### src/hdl/mfs_pkg.sv
// Shared constants and word types of the multilevel feedback scheduler.
// Used by the channel interfaces, the scheduling core, the output buffer and the top level.
package mfs_pkg;

    localparam int SLOTS      = 8;
    localparam int LEVELS     = 3;
    localparam int TIME_BITS  = 16;
    localparam int BURST_BITS = 8;

    localparam int SLOT_W  = 3;
    localparam int LEVEL_W = 2;
    localparam int PTR_W   = $clog2(SLOTS);
    localparam int CNT_W   = $clog2(SLOTS + 1);
    localparam int QUANT_W = $clog2((1 << (LEVELS - 1)) + 1);

    localparam logic FUNC_ARRIVAL = 1'b0;
    localparam logic FUNC_TICK    = 1'b1;

    typedef struct packed {
        logic                  func;
        logic [SLOT_W-1:0]     slot;
        logic [BURST_BITS-1:0] burst;
    } t_item;

    typedef struct packed {
        logic                 idle;
        logic [SLOT_W-1:0]    run_slot;
        logic [LEVEL_W-1:0]   run_level;
        logic                 finished;
        logic [TIME_BITS-1:0] turnaround;
        logic [TIME_BITS-1:0] waiting;
    } t_result;

endpackage

### src/hdl/mfs_if.sv
// Valid/ready channel interfaces for input items and result words.
// Depends on mfs_pkg for the payload types.
interface mfs_item_if;
    logic          valid;
    logic          ready;
    mfs_pkg::t_item data;

    modport source (output valid, output data, input ready);
    modport sink   (input valid, input data, output ready);
endinterface

interface mfs_result_if;
    logic             valid;
    logic             ready;
    mfs_pkg::t_result data;

    modport source (output valid, output data, input ready);
    modport sink   (input valid, input data, output ready);
endinterface

### src/hdl/multilevel_feedback_scheduler.sv
// Multilevel feedback scheduler top level: input register, scheduling core, result buffer.
// Depends on mfs_pkg, mfs_if, mfs_core and mfs_out_buf.
//
// Usage:
//   i_item carries arrival words (func = 0, slot, burst) and tick words (func = 1).
//   o_result carries one word per tick: the slot and level that ran, or idle, and the
//   turnaround and waiting time when that process finished. Arrivals give no word.
//   A word is moved when valid and ready are both high at a rising edge of i_clk.
// Timing:
//   An accepted word is held in an input register until the core takes it; the core
//   updates the slot table and level FIFOs in a single pass and writes the result
//   into a two-word buffer, from which it is offered on o_result. One word is taken
//   every cycle while the receiver keeps up and the result buffer has space.
// Stall:
//   When the result buffer is full a pending tick waits in the input register and
//   i_item.ready drops; arrivals still pass as long as the register is not blocked.
// Reset:
//   i_rst_n low at a clock edge clears time, slot activity, queues and the running
//   process; no words are in flight afterwards.
module multilevel_feedback_scheduler (
    input  logic         i_clk,
    input  logic         i_rst_n,
    mfs_item_if.sink     i_item,
    mfs_result_if.source o_result
);

    logic             r_in_valid;
    mfs_pkg::t_item   r_in;
    logic             buf_space;
    logic             fire;
    logic             push;
    mfs_pkg::t_result res;

    assign fire = r_in_valid && ((r_in.func == mfs_pkg::FUNC_ARRIVAL) || buf_space);
    assign push = fire && (r_in.func == mfs_pkg::FUNC_TICK);
    assign i_item.ready = !r_in_valid || fire;

    always_ff @(posedge i_clk) begin
        if (!i_rst_n) begin
            r_in_valid <= 1'b0;
        end else if (i_item.ready) begin
            r_in_valid <= i_item.valid;
        end
    end

    // hold the word until the core takes it
    always_ff @(posedge i_clk) begin
        if (i_item.ready && i_item.valid) begin
            r_in <= i_item.data;
        end
    end

    mfs_core u_core (
        .i_clk   (i_clk),
        .i_rst_n (i_rst_n),
        .i_fire  (fire),
        .i_item  (r_in),
        .o_res   (res)
    );

    mfs_out_buf u_out_buf (
        .i_clk    (i_clk),
        .i_rst_n  (i_rst_n),
        .i_push   (push),
        .i_word   (res),
        .o_space  (buf_space),
        .o_result (o_result)
    );

endmodule

### src/hdl/mfs_core.sv
// Scheduling core: slot table, one register FIFO per level, running process and time.
// Processes one registered input word per fire; depends on mfs_pkg.
module mfs_core (
    input  logic             i_clk,
    input  logic             i_rst_n,
    input  logic             i_fire,
    input  mfs_pkg::t_item   i_item,
    output mfs_pkg::t_result o_res
);

    localparam int SLOTS   = mfs_pkg::SLOTS;
    localparam int LEVELS  = mfs_pkg::LEVELS;
    localparam int TB      = mfs_pkg::TIME_BITS;
    localparam int BB      = mfs_pkg::BURST_BITS;
    localparam int SLOT_W  = mfs_pkg::SLOT_W;
    localparam int LEVEL_W = mfs_pkg::LEVEL_W;
    localparam int PTR_W   = mfs_pkg::PTR_W;
    localparam int CNT_W   = mfs_pkg::CNT_W;
    localparam int QUANT_W = mfs_pkg::QUANT_W;

    // slot table
    logic [TB-1:0]       r_arrival   [SLOTS];
    logic [BB-1:0]       r_burst     [SLOTS];
    logic [BB-1:0]       r_remaining [SLOTS];
    logic [SLOTS-1:0]    r_active;

    // level FIFOs
    logic [SLOT_W-1:0]   r_q    [LEVELS][SLOTS];
    logic [PTR_W-1:0]    r_head [LEVELS];
    logic [CNT_W-1:0]    r_cnt  [LEVELS];

    logic [TB-1:0]       r_time;
    logic                r_run_valid;
    logic [SLOT_W-1:0]   r_run_slot;
    logic [LEVEL_W-1:0]  r_run_level;
    logic [QUANT_W-1:0]  r_quant;

    logic                is_tick;
    logic                arrive_ok;
    logic [QUANT_W-1:0]  q_lim;
    logic                demote;
    logic [LEVEL_W-1:0]  dem_level;
    logic                push;
    logic [LEVEL_W-1:0]  push_level;
    logic [SLOT_W-1:0]   push_slot;
    logic                keep;
    logic                pop_any;
    logic                pop;
    logic [LEVEL_W-1:0]  pop_level;
    logic                pop_empty;
    logic [SLOT_W-1:0]   pop_head;
    logic [SLOT_W-1:0]   pop_slot;
    logic [LEVELS-1:0]   push_here;
    logic [LEVELS-1:0]   pop_here;
    logic [PTR_W-1:0]    tail [LEVELS];
    logic                run_now;
    logic [SLOT_W-1:0]   cur_slot;
    logic [PTR_W-1:0]    cur_idx;
    logic [LEVEL_W-1:0]  cur_level;
    logic [QUANT_W-1:0]  q_base;
    logic [BB-1:0]       rem;
    logic [BB-1:0]       rem_new;
    logic                done;
    logic [TB-1:0]       time_new;
    logic [TB-1:0]       tat;
    logic [TB-1:0]       wt;
    logic [PTR_W-1:0]    in_idx;

    assign is_tick   = (i_item.func == mfs_pkg::FUNC_TICK);
    assign in_idx    = i_item.slot[PTR_W-1:0];
    assign arrive_ok = !is_tick && (32'(i_item.slot) < 32'(SLOTS)) &&
                       (i_item.burst != '0) && !r_active[in_idx];

    assign q_lim     = QUANT_W'(1) << r_run_level;
    assign demote    = is_tick && r_run_valid && (r_quant >= q_lim);
    assign dem_level = (r_run_level == LEVEL_W'(LEVELS - 1)) ? r_run_level
                                                             : r_run_level + LEVEL_W'(1);
    assign push       = arrive_ok || demote;
    assign push_level = demote ? dem_level : '0;
    assign push_slot  = demote ? r_run_slot : i_item.slot;
    assign keep       = r_run_valid && !demote;

    // lowest level that is non-empty once this tick's requeue is counted
    always_comb begin
        pop_any   = 1'b0;
        pop_level = '0;
        pop_empty = 1'b0;
        pop_head  = '0;
        for (int l = LEVELS - 1; l >= 0; l--) begin
            if (r_cnt[l] != '0 || (push && push_level == LEVEL_W'(l))) begin
                pop_any   = 1'b1;
                pop_level = LEVEL_W'(l);
                pop_empty = (r_cnt[l] == '0);
                pop_head  = r_q[l][r_head[l]];
            end
        end
    end

    assign pop      = is_tick && !keep && pop_any;
    // an empty level hands the requeued slot straight through
    assign pop_slot = pop_empty ? push_slot : pop_head;

    always_comb begin
        logic [PTR_W:0] sum;
        for (int l = 0; l < LEVELS; l++) begin
            push_here[l] = push && (push_level == LEVEL_W'(l)) && (r_cnt[l] < CNT_W'(SLOTS));
            pop_here[l]  = pop && (pop_level == LEVEL_W'(l));
            sum = (PTR_W + 1)'(r_head[l]) + (PTR_W + 1)'(r_cnt[l]);
            if (sum >= (PTR_W + 1)'(SLOTS)) begin
                sum = sum - (PTR_W + 1)'(SLOTS);
            end
            tail[l] = sum[PTR_W-1:0];
        end
    end

    assign run_now   = is_tick && (keep || pop);
    assign cur_slot  = keep ? r_run_slot : pop_slot;
    assign cur_idx   = cur_slot[PTR_W-1:0];
    assign cur_level = keep ? r_run_level : pop_level;
    assign q_base    = keep ? r_quant : '0;
    assign rem       = r_remaining[cur_idx];
    assign rem_new   = (rem != '0) ? rem - BB'(1) : rem;
    assign done      = run_now && (rem_new == '0);
    assign time_new  = r_time + TB'(1);
    assign tat       = time_new - r_arrival[cur_idx];
    assign wt        = tat - TB'(r_burst[cur_idx]);

    always_comb begin
        o_res = '0;
        if (!run_now) begin
            o_res.idle = 1'b1;
        end else begin
            o_res.run_slot  = cur_slot;
            o_res.run_level = cur_level;
            o_res.finished  = done;
            if (done) begin
                o_res.turnaround = tat;
                o_res.waiting    = wt;
            end
        end
    end

    // control state
    always_ff @(posedge i_clk) begin
        if (!i_rst_n) begin
            r_active    <= '0;
            r_time      <= '0;
            r_run_valid <= 1'b0;
            r_run_slot  <= '0;
            r_run_level <= '0;
            r_quant     <= '0;
            for (int l = 0; l < LEVELS; l++) begin
                r_head[l] <= '0;
                r_cnt[l]  <= '0;
            end
        end else if (i_fire) begin
            if (arrive_ok) begin
                r_active[in_idx] <= 1'b1;
            end
            if (is_tick) begin
                r_time      <= time_new;
                r_run_valid <= run_now && !done;
                if (pop) begin
                    r_run_slot  <= pop_slot;
                    r_run_level <= pop_level;
                end
                if (run_now) begin
                    r_quant <= done ? '0 : q_base + QUANT_W'(1);
                end
                if (done) begin
                    r_active[cur_idx] <= 1'b0;
                end
            end
            for (int l = 0; l < LEVELS; l++) begin
                if (pop_here[l]) begin
                    r_head[l] <= (r_head[l] == PTR_W'(SLOTS - 1)) ? '0 : r_head[l] + PTR_W'(1);
                end
                r_cnt[l] <= r_cnt[l] + CNT_W'(push_here[l]) - CNT_W'(pop_here[l]);
            end
        end
    end

    // payload storage
    always_ff @(posedge i_clk) begin
        if (i_fire) begin
            if (arrive_ok) begin
                r_arrival[in_idx]   <= r_time;
                r_burst[in_idx]     <= i_item.burst;
                r_remaining[in_idx] <= i_item.burst;
            end
            if (run_now) begin
                r_remaining[cur_idx] <= rem_new;
            end
            for (int l = 0; l < LEVELS; l++) begin
                if (push_here[l]) begin
                    r_q[l][tail[l]] <= push_slot;
                end
            end
        end
    end

`ifndef SYNTHESIS
    a_run_active: assert property (@(posedge i_clk) disable iff (!i_rst_n)
        r_run_valid |-> r_active[r_run_slot[PTR_W-1:0]])
        else $error("running slot is not active");

    a_quant_bound: assert property (@(posedge i_clk) disable iff (!i_rst_n)
        r_run_valid |-> (r_quant <= q_lim))
        else $error("quantum overrun");

    a_level_range: assert property (@(posedge i_clk) disable iff (!i_rst_n)
        r_run_valid |-> (32'(r_run_level) < 32'(LEVELS)))
        else $error("running level out of range");

    a_done_clears: assert property (@(posedge i_clk) disable iff (!i_rst_n)
        (i_fire && done) |=> !r_run_valid)
        else $error("finished process still running");
`endif

endmodule

### src/hdl/mfs_out_buf.sv
// Two-word result buffer that decouples the core from a stalling receiver.
// Depends on mfs_pkg and mfs_result_if.
module mfs_out_buf (
    input  logic             i_clk,
    input  logic             i_rst_n,
    input  logic             i_push,
    input  mfs_pkg::t_result i_word,
    output logic             o_space,
    mfs_result_if.source     o_result
);

    mfs_pkg::t_result r_buf [2];
    logic             r_wptr;
    logic             r_rptr;
    logic [1:0]       r_cnt;
    logic             pop;

    assign o_space        = (r_cnt != 2'd2);
    assign o_result.valid = (r_cnt != 2'd0);
    assign o_result.data  = r_buf[r_rptr];
    assign pop            = o_result.valid && o_result.ready;

    always_ff @(posedge i_clk) begin
        if (!i_rst_n) begin
            r_wptr <= 1'b0;
            r_rptr <= 1'b0;
            r_cnt  <= 2'd0;
        end else begin
            if (i_push) begin
                r_wptr <= !r_wptr;
            end
            if (pop) begin
                r_rptr <= !r_rptr;
            end
            r_cnt <= r_cnt + 2'(i_push) - 2'(pop);
        end
    end

    always_ff @(posedge i_clk) begin
        if (i_push) begin
            r_buf[r_wptr] <= i_word;
        end
    end

endmodule

### src/flat_wrapper.sv
// flat-port wrapper written by rule: the top's interface ports become plain ports
module multilevel_feedback_scheduler_flat 
  (i_clk, i_rst_n, i_item_valid, i_item_data, i_item_ready, o_result_valid, o_result_data, o_result_ready);
  mfs_item_if i_item_i ();
  mfs_result_if o_result_i ();
  input  logic i_clk;
  input  logic i_rst_n;
  input wire logic [$bits(i_item_i.valid)-1:0] i_item_valid;
  input wire logic [$bits(i_item_i.data)-1:0] i_item_data;
  output wire logic [$bits(i_item_i.ready)-1:0] i_item_ready;
  output wire logic [$bits(o_result_i.valid)-1:0] o_result_valid;
  output wire logic [$bits(o_result_i.data)-1:0] o_result_data;
  input wire logic [$bits(o_result_i.ready)-1:0] o_result_ready;
  assign i_item_i.valid = i_item_valid;
  assign i_item_i.data = i_item_data;
  assign i_item_ready = i_item_i.ready;
  assign o_result_valid = o_result_i.valid;
  assign o_result_data = o_result_i.data;
  assign o_result_i.ready = o_result_ready;
  multilevel_feedback_scheduler u_core (.i_clk(i_clk), .i_rst_n(i_rst_n), .i_item(i_item_i), .o_result(o_result_i));
endmodule
### config.mk
export PLATFORM = sky130hd
export DESIGN_NAME = multilevel_feedback_scheduler_flat
export DESIGN_NICKNAME = d
export VERILOG_FILES = /design/src/hdl/mfs_pkg.sv /design/src/hdl/mfs_if.sv /design/src/hdl/multilevel_feedback_scheduler.sv /design/src/hdl/mfs_core.sv /design/src/hdl/mfs_out_buf.sv /design/src/flat_wrapper.sv
export SDC_FILE = /design/constraint.sdc
export NUM_CORES = 1
export LEC_CHECK = 0
export BUFFER_PORTS_ARGS = -buffer_cell sky130_fd_sc_hd__buf_4
export CAP_MARGIN = 20
export CORE_MARGIN = 1
export CORE_UTILIZATION = 40
export DETAILED_ROUTE_END_ITERATION = 8
export PLACE_DENSITY_LB_ADDON = 0.1
export SETUP_SLACK_MARGIN = 0.1
export SYNTH_ARGS = -nofsm -noshare
export SYNTH_HDL_FRONTEND = slang
export SYNTH_HIERARCHICAL = 1
export SYNTH_SLANG_ARGS = --single-unit
export TNS_END_PERCENT = 5
### constraint.sdc
create_clock -name i_clk -period 8.36 [get_ports i_clk]
set_input_delay 1.254 -clock i_clk [delete_from_list [all_inputs] [get_ports i_clk]]
set_output_delay 1.254 -clock i_clk [all_outputs]
set_load 0.01 [all_outputs]
# ---- Word level (Yosys, flattened, before mapping)
# Memories as Yosys holds them, arrays and structs flattened. A register that Yosys moved wholly into a read port is not among the register bits.
# Cells that the tools add are included.
dict set report totals {
  output_inout_bits 41
  ff_bits 50
  mem_bits_rw 427
  mem_count 7
}
dict set report classes {
  n_lt_le_gt_ge 20
  shifts 1
  n_mux 106
  n_bitwise 16
  addsub 23
  reduce_logical 61
  eq_ne 9
}
# memory words word_bits read_ports rd_ports_with_merged_regs write_ports line
set mem_list {}
lappend mem_list {u_core.u_core.r_arrival 8 16 1 0 1 mfs_core.sv:22} ;# logic [TB-1:0] r_arrival [SLOTS];
lappend mem_list {u_core.u_out_buf.r_buf 2 39 1 1 1 mfs_out_buf.sv:12} ;# mfs_pkg::t_result r_buf [2];
lappend mem_list {u_core.u_core.r_q 3 24 3 0 1 mfs_core.sv:28} ;# logic [SLOT_W-1:0] r_q [LEVELS][SLOTS];
lappend mem_list {u_core.u_core.r_burst 8 8 1 0 1 mfs_core.sv:23} ;# logic [BB-1:0] r_burst [SLOTS];
lappend mem_list {u_core.u_core.r_remaining 8 8 1 0 1 mfs_core.sv:24} ;# logic [BB-1:0] r_remaining [SLOTS];
lappend mem_list {u_core.u_core.r_cnt 3 4 3 0 3 mfs_core.sv:30} ;# logic [CNT_W-1:0] r_cnt [LEVELS];
lappend mem_list {{1 more memories} n/a n/a n/a n/a n/a n/a}
# operator n
set ops {}
lappend ops {{2-to-1 mux 24 bit} 7}
lappend ops {{2-to-1 mux 3 bit} 27}
lappend ops {{2-to-1 mux 8 bit} 7}
lappend ops {{OR reduction 24 bit} 2}
lappend ops {{2-to-1 mux 1 bit} 43}
lappend ops {{2-to-1 mux 38 bit} 1}
lappend ops {{>= comparator 4 bit, second input constant} 9}
lappend ops {{2-to-1 mux 32 bit} 1}
lappend ops {{logical AND 1 bit} 28}
lappend ops {{binary-select mux 3 bit (select 3 bit)} 3}
lappend ops {{demux 3 bit (select 3 bit)} 3}
lappend ops {{NOT 3 -> 4 bit} 6}
lappend ops {{adder 16 x 1 -> 16 bit, second input constant} 1}
lappend ops {{2-to-1 mux 2 bit} 8}
lappend ops {{nonzero test 8 bit} 2}
lappend ops {{subtractor 16 bit} 1}
lappend ops {{subtractor 16 x 8 -> 16 bit} 1}
lappend ops {{adder 3 x 1 -> 3 bit, second input constant} 4}
lappend ops {{adder 3 x 4 -> 4 bit} 3}
lappend ops {{adder 4 x 1 -> 4 bit} 3}
lappend ops {{logical NOT 4 bit} 3}
lappend ops {{< comparator 4 x 1 -> 1 bit, second input constant} 3}
lappend ops {{< comparator 4 bit, second input constant} 3}
lappend ops {{2-to-1 mux 4 bit} 3}
lappend ops {{30 further kinds} 64}

# ---- Longest topological paths before layout
dict set report depth {
  depth_word 20
  ltp_mapped 35
  ltp_nobuf 30
}

# ---- By module
# Netlist, hierarchy kept.
# mod area_per_inst_um2 seq_area_each_um2 instances cells_per_inst
set modules_own_cells {}
lappend modules_own_cells {mfs_core 18664.2 11140.7 1 1569}
lappend modules_own_cells {mfs_out_buf 3101.7 2442.3 1 144}
lappend modules_own_cells {multilevel_feedback_scheduler 442.9 380.4 1 20}

# ---- Least setup slack after synthesis
# OpenSTA, ideal clock, no wires.
dict set report synth_path {
  path_type {register to register}
  startpoint {register u_core.u_core.r_run_level[0]}
  endpoint {memory u_core/u_out_buf/r_buf[0][15] (netlist name) (data pin)}
  stages_incl_launch_ff 33
  path_slack_ns 1.169
  t_arrival_ns 6.933
  period_less_slack_ns 7.191
  path_buffers 3
  cell_sequence {dfxtp_1 inv_1 ha_1 ha_1 nor2b_1 o21ai_2 nand2_1 clkbuf_1 o21ai_0 a21o_1 o22ai_2 buf_2 nor2_1 clkbuf_1 a32oi_1 and3_1 ha_1 inv_1 fa_1 ha_1 nor2b_1 o21ai_0 a21boi_0 o21ai_0 a21boi_0 o21ai_0 a21boi_0 nor4_1 nand2_1 a211oi_1 o211ai_1 xnor2_1 and2_1}
}
# item line
set synth_lines {}
lappend synth_lines {{start, declared} mfs_core.sv:35} ;# logic [LEVEL_W-1:0] r_run_level;
lappend synth_lines {{start signal, assigned} mfs_core.sv:165} ;# r_run_level <= pop_level;
lappend synth_lines {{end, declared} mfs_out_buf.sv:12}

==> results.py <==
metrics = {
    "drt": {
        "wl_per_cell_um": 20.6,
        "drt_iter0_markers": 931,
        "top_layer_used": "met4",
        "postRouteWirelength_um": 53300,
        "wl_met1_um": 22900,
        "first_pass_iters": 5,
        "viasPerCell": 5.38,
        "dr_wl_met3_um": 2030,
        "dr_total_vias": 13900,
        "antenna_left": 0,
        "met2WireLength_um": 26800,
        "drc_errors": 0,
    },
    "worst_setup_path": {
        "critPathCaptureType": "flip-flop",
        "cp.arrival_ns": 8.01,
        "cpMaxStageDelayCell": "nand2_1",
        "required_ns": 8.72,
        "crit_type": "reg -> reg",
        "crit_fanout": 25,
        "max_stage_delay_ns": 0.54,
        "cp_common_cell": "ha_1",
        "critPathLaunchType": "flip-flop",
        "r2r_cells": 30,
    },
    "run": {
        "maxCapViolations": 0,
    },
    "power_and_ir_drop": {
        "seqPwrFrac_pct": 41.4,
        "power_density_nw_per_um2": 262,
        "swShare_pct": 30.1,
        "internal_power_mw": 4.63,
        "ir_drop_uv": 148,
        "power_frac_clock_pct": 34.0,
        "p_sw_mw": 1.99,
        "cellLeakagePower_nw": 8.94,
        "p_comb_share_pct": 24.6,
    },
    "logic_synthesis": {
        "synth_common_cells": "edfxtp_1 (439), nand2_1 (267), a21oi_1 (96), nand3_1 (79), nor2_1 (77)",
        "ys_async_sr_fraction_pct": 0,
        "synth_edf_count": 439,
        "syn_inst": 1733,
        "synth.yosys.seq_area_share_pct": 62.9,
        "yosys_warnings": 6,
        "synth.most_common_cell": "edfxtp_1",
        "synth_area_leaders": "edfxtp_1 (59%), nand2_1 (4.5%), ha_1 (3.5%), dfxtp_1 (3.5%), a21oi_1 (2.2%)",
        "synth_cell_type_count": 87,
        "synth_flop_cell": "edfxtp_1",
        "synth_top_area_share_pct": 59.4,
        "syn_area_um2": 22200,
        "yosys.area.top_type": "edfxtp_1",
        "syn_avg_cell_area_um2": 12.8,
        "synth_nets": 1820,
        "synth.ff_latch_count": 478,
    },
    "placed_design": {
        "gp_congestion": 0.895,
        "place.port_buffers": 56,
        "dp_hpwl_um": 34700,
    },
    "timing": {
        "fin_tns_setup_ns": 0,
        "max_clock_freq_mhz": 131,
        "finalCriticalPeriod_ns": 7.65,
        "hold_violations": 0,
        "clock_skew_ns": 0.0232,
        "worst_pin_slew_ns": 1.05,
        "finalSetupViolCount": 0,
        "whs_ns": 0.483,
        "relSlewSlack_pct": 29.8,
        "min_period_over_period_pct": 91.5,
        "drv_slew": 0,
        "grt_setup_unrepaired": "false",
    },
    "hold_path": {
        "worstHoldPathType": "reg -> reg",
        "hold_depth": 2,
    },
    "grt": {
        "grt_max_degree": 71,
        "track_usage_pct": 18.9,
        "grt_pass1_vias": 13900,
        "grt_pass1_wl_um": 81700,
        "antenna_found_initial": 0,
        "gr-total-overflow": 0,
    },
    "clocking": {
        "clock_path_buffers": 3,
        "holdBufCountCts": 0,
        "htree_levels": 2,
        "cts-resized-gates": 0,
        "cts-buffers-inserted": 52,
        "cts_tree": "built",
        "cts.clk_slew.worst_paths_ns": 0.06,
        "cts_setup_buffers": 0,
        "clk-insertion-delay-late_ns": 0.61,
        "cts_root_buf": "clkbuf_16",
        "clock_sinks": 478,
    },
    "die": {
        "core_um2": 54300,
        "floorplan.rows": 85,
        "fp.dieH_um": 238,
        "die_w_um": 238,
        "pin_count": 57,
        "start_util_pct": 40.9,
        "die_area_um2": 56500,
    },
    "cells_and_area": {
        "layout-drive-gt1-share_pct": 15.8,
        "syn_to_final_growth_pct": 13.6,
        "diodes": 0,
        "final_nets": 1893,
    },
    "status": {
        "run_status": "finished, final reports clean",
    },
}
==> power by group through the flow <==
stage	clock network, mW	registers (mW)	logic, mW
floorplan	0	2.75	1.17
global placement	0	2.80	1.62
detailed placement	0	2.80	1.63
CTS	2.31	2.75	1.64
global route	2.40	2.75	1.79
finish	2.25	2.74	1.63
==> flip-flops by register name (all words and copies together), names as in the netlist, 3 cells and up, named ones only <==
signal / cells
u_core/u_core/r_arrival: 128
u_core/u_out_buf/r_buf: 78
u_core/u_core/r_q: 72
u_core/u_core/r_burst: 64
u_core/u_core/r_remaining: 64
u_core/u_core/r_time: 16
u_core/r_in: 12
u_core/u_core/r_cnt: 12
u_core/u_core/r_head: 9
u_core/u_core/r_active: 8
u_core/u_core/r_quant: 3
u_core/u_core/r_run_slot: 3
==> cell type report <==
cell class / count / area (um2)
Inverter: 49 / 184
Fill cell: 4891 / 29100
Sequential cell: 478 / 14000
Clock inverter: 26 / 267
Tap cell: 739 / 925
Clock buffer: 71 / 1400
Multi-Input combinational cell: 1129 / 7730
Timing Repair Buffer: 96 / 756
==> critical path: cells and delay by family, from the launching register on <==
family	cells	cell delay (ns)
flops	1	0.37
buf+inv	3	0.37
fa+ha+maj	5	1.52
xor+xnor	1	0.15
compound gates	12	2.69
simple gates	9	2.30
==> cells by family after synthesis <==
kind of cell    count (synthesis)  synth area share [%]
mux                            87                  5.62
compound gates                287                  8.41
flops                         478                  62.9
xor+xnor                       62                  2.51
fa+ha+maj                      71                  4.27
buf+inv                       126                  2.56
simple gates                  622                  13.8
==> cells in the final DEF, fill, tap and decap left out, types with 9 or more instances in the layout <==
| master | instances |
|---|---|
| nor3_1 | 33 |
| nor3b_1 | 16 |
| clkbuf_16 | 53 |
| a22oi_1 | 13 |
| xnor2_1 | 28 |
| nor2_1 | 71 |
| nand4_1 | 9 |
| nor4_1 | 24 |
| nand2_1 | 266 |
| dfxtp_1 | 38 |
| ha_1 | 63 |
| a21o_1 | 16 |
| xor2_1 | 33 |
| mux2i_1 | 16 |
| mux2_2 | 37 |
| a21oi_1 | 96 |
| edfxtp_1 | 439 |
| clkinv_2 | 9 |
| inv_1 | 49 |
| a31oi_1 | 9 |
| buf_4 | 91 |
| mux4_2 | 19 |
| and2_1 | 35 |
| mux2_4 | 10 |
| o21a_1 | 9 |
| and3_1 | 14 |
| nand3_1 | 79 |
| nor2b_1 | 9 |
| o21ai_0 | 62 |
| a211oi_1 | 17 |
| clkbuf_1 | 16 |
==> final timing paths <==
check                                                               start                                 endpoint  slack, ns
worst max-delay path            u_core/u_core/r_run_level[0]$_SDFFE_PN0P_  u_core/u_out_buf/r_buf[1][15]$_DFFE_PP_       0.71
worst min-delay path                 u_core/u_out_buf/r_rptr$_SDFFE_PN0P_                                flip-flop       0.48
worst max register to register  u_core/u_core/r_run_level[0]$_SDFFE_PN0P_  u_core/u_out_buf/r_buf[1][15]$_DFFE_PP_       0.71
worst min register to register       u_core/u_out_buf/r_rptr$_SDFFE_PN0P_                                flip-flop       0.48
==> metrics by stage <==
step           worst slack, ns  utilization (%)  cells  area [um2]  power (mW)
2_1_floorplan             1.17                -   1733       22200        3.92
3_3_place_gp             0.969             43.2   2487       23500        4.42
3_5_place_dp             0.811             43.3   2488       23500        4.43
4_1_cts                  0.748             46.3   2585       25200        6.70
5_1_grt                  0.179             46.4   2588       25200        6.94
6_report                 0.707             46.4   2588       25200        6.62
==> per-layer routing <==
| layer | global-route usage, % | up-vias |
|---|---|---|
| li1 | - | 6599 |
| met1 | 24.2 | 6940 |
| met2 | 32.8 | 283 |
| met3 | 2.47 | 96 |
| met4 | 7.00 | 0 |
| met5 | 0 | - |
Note: power is estimated with default switching activity, not from simulation.
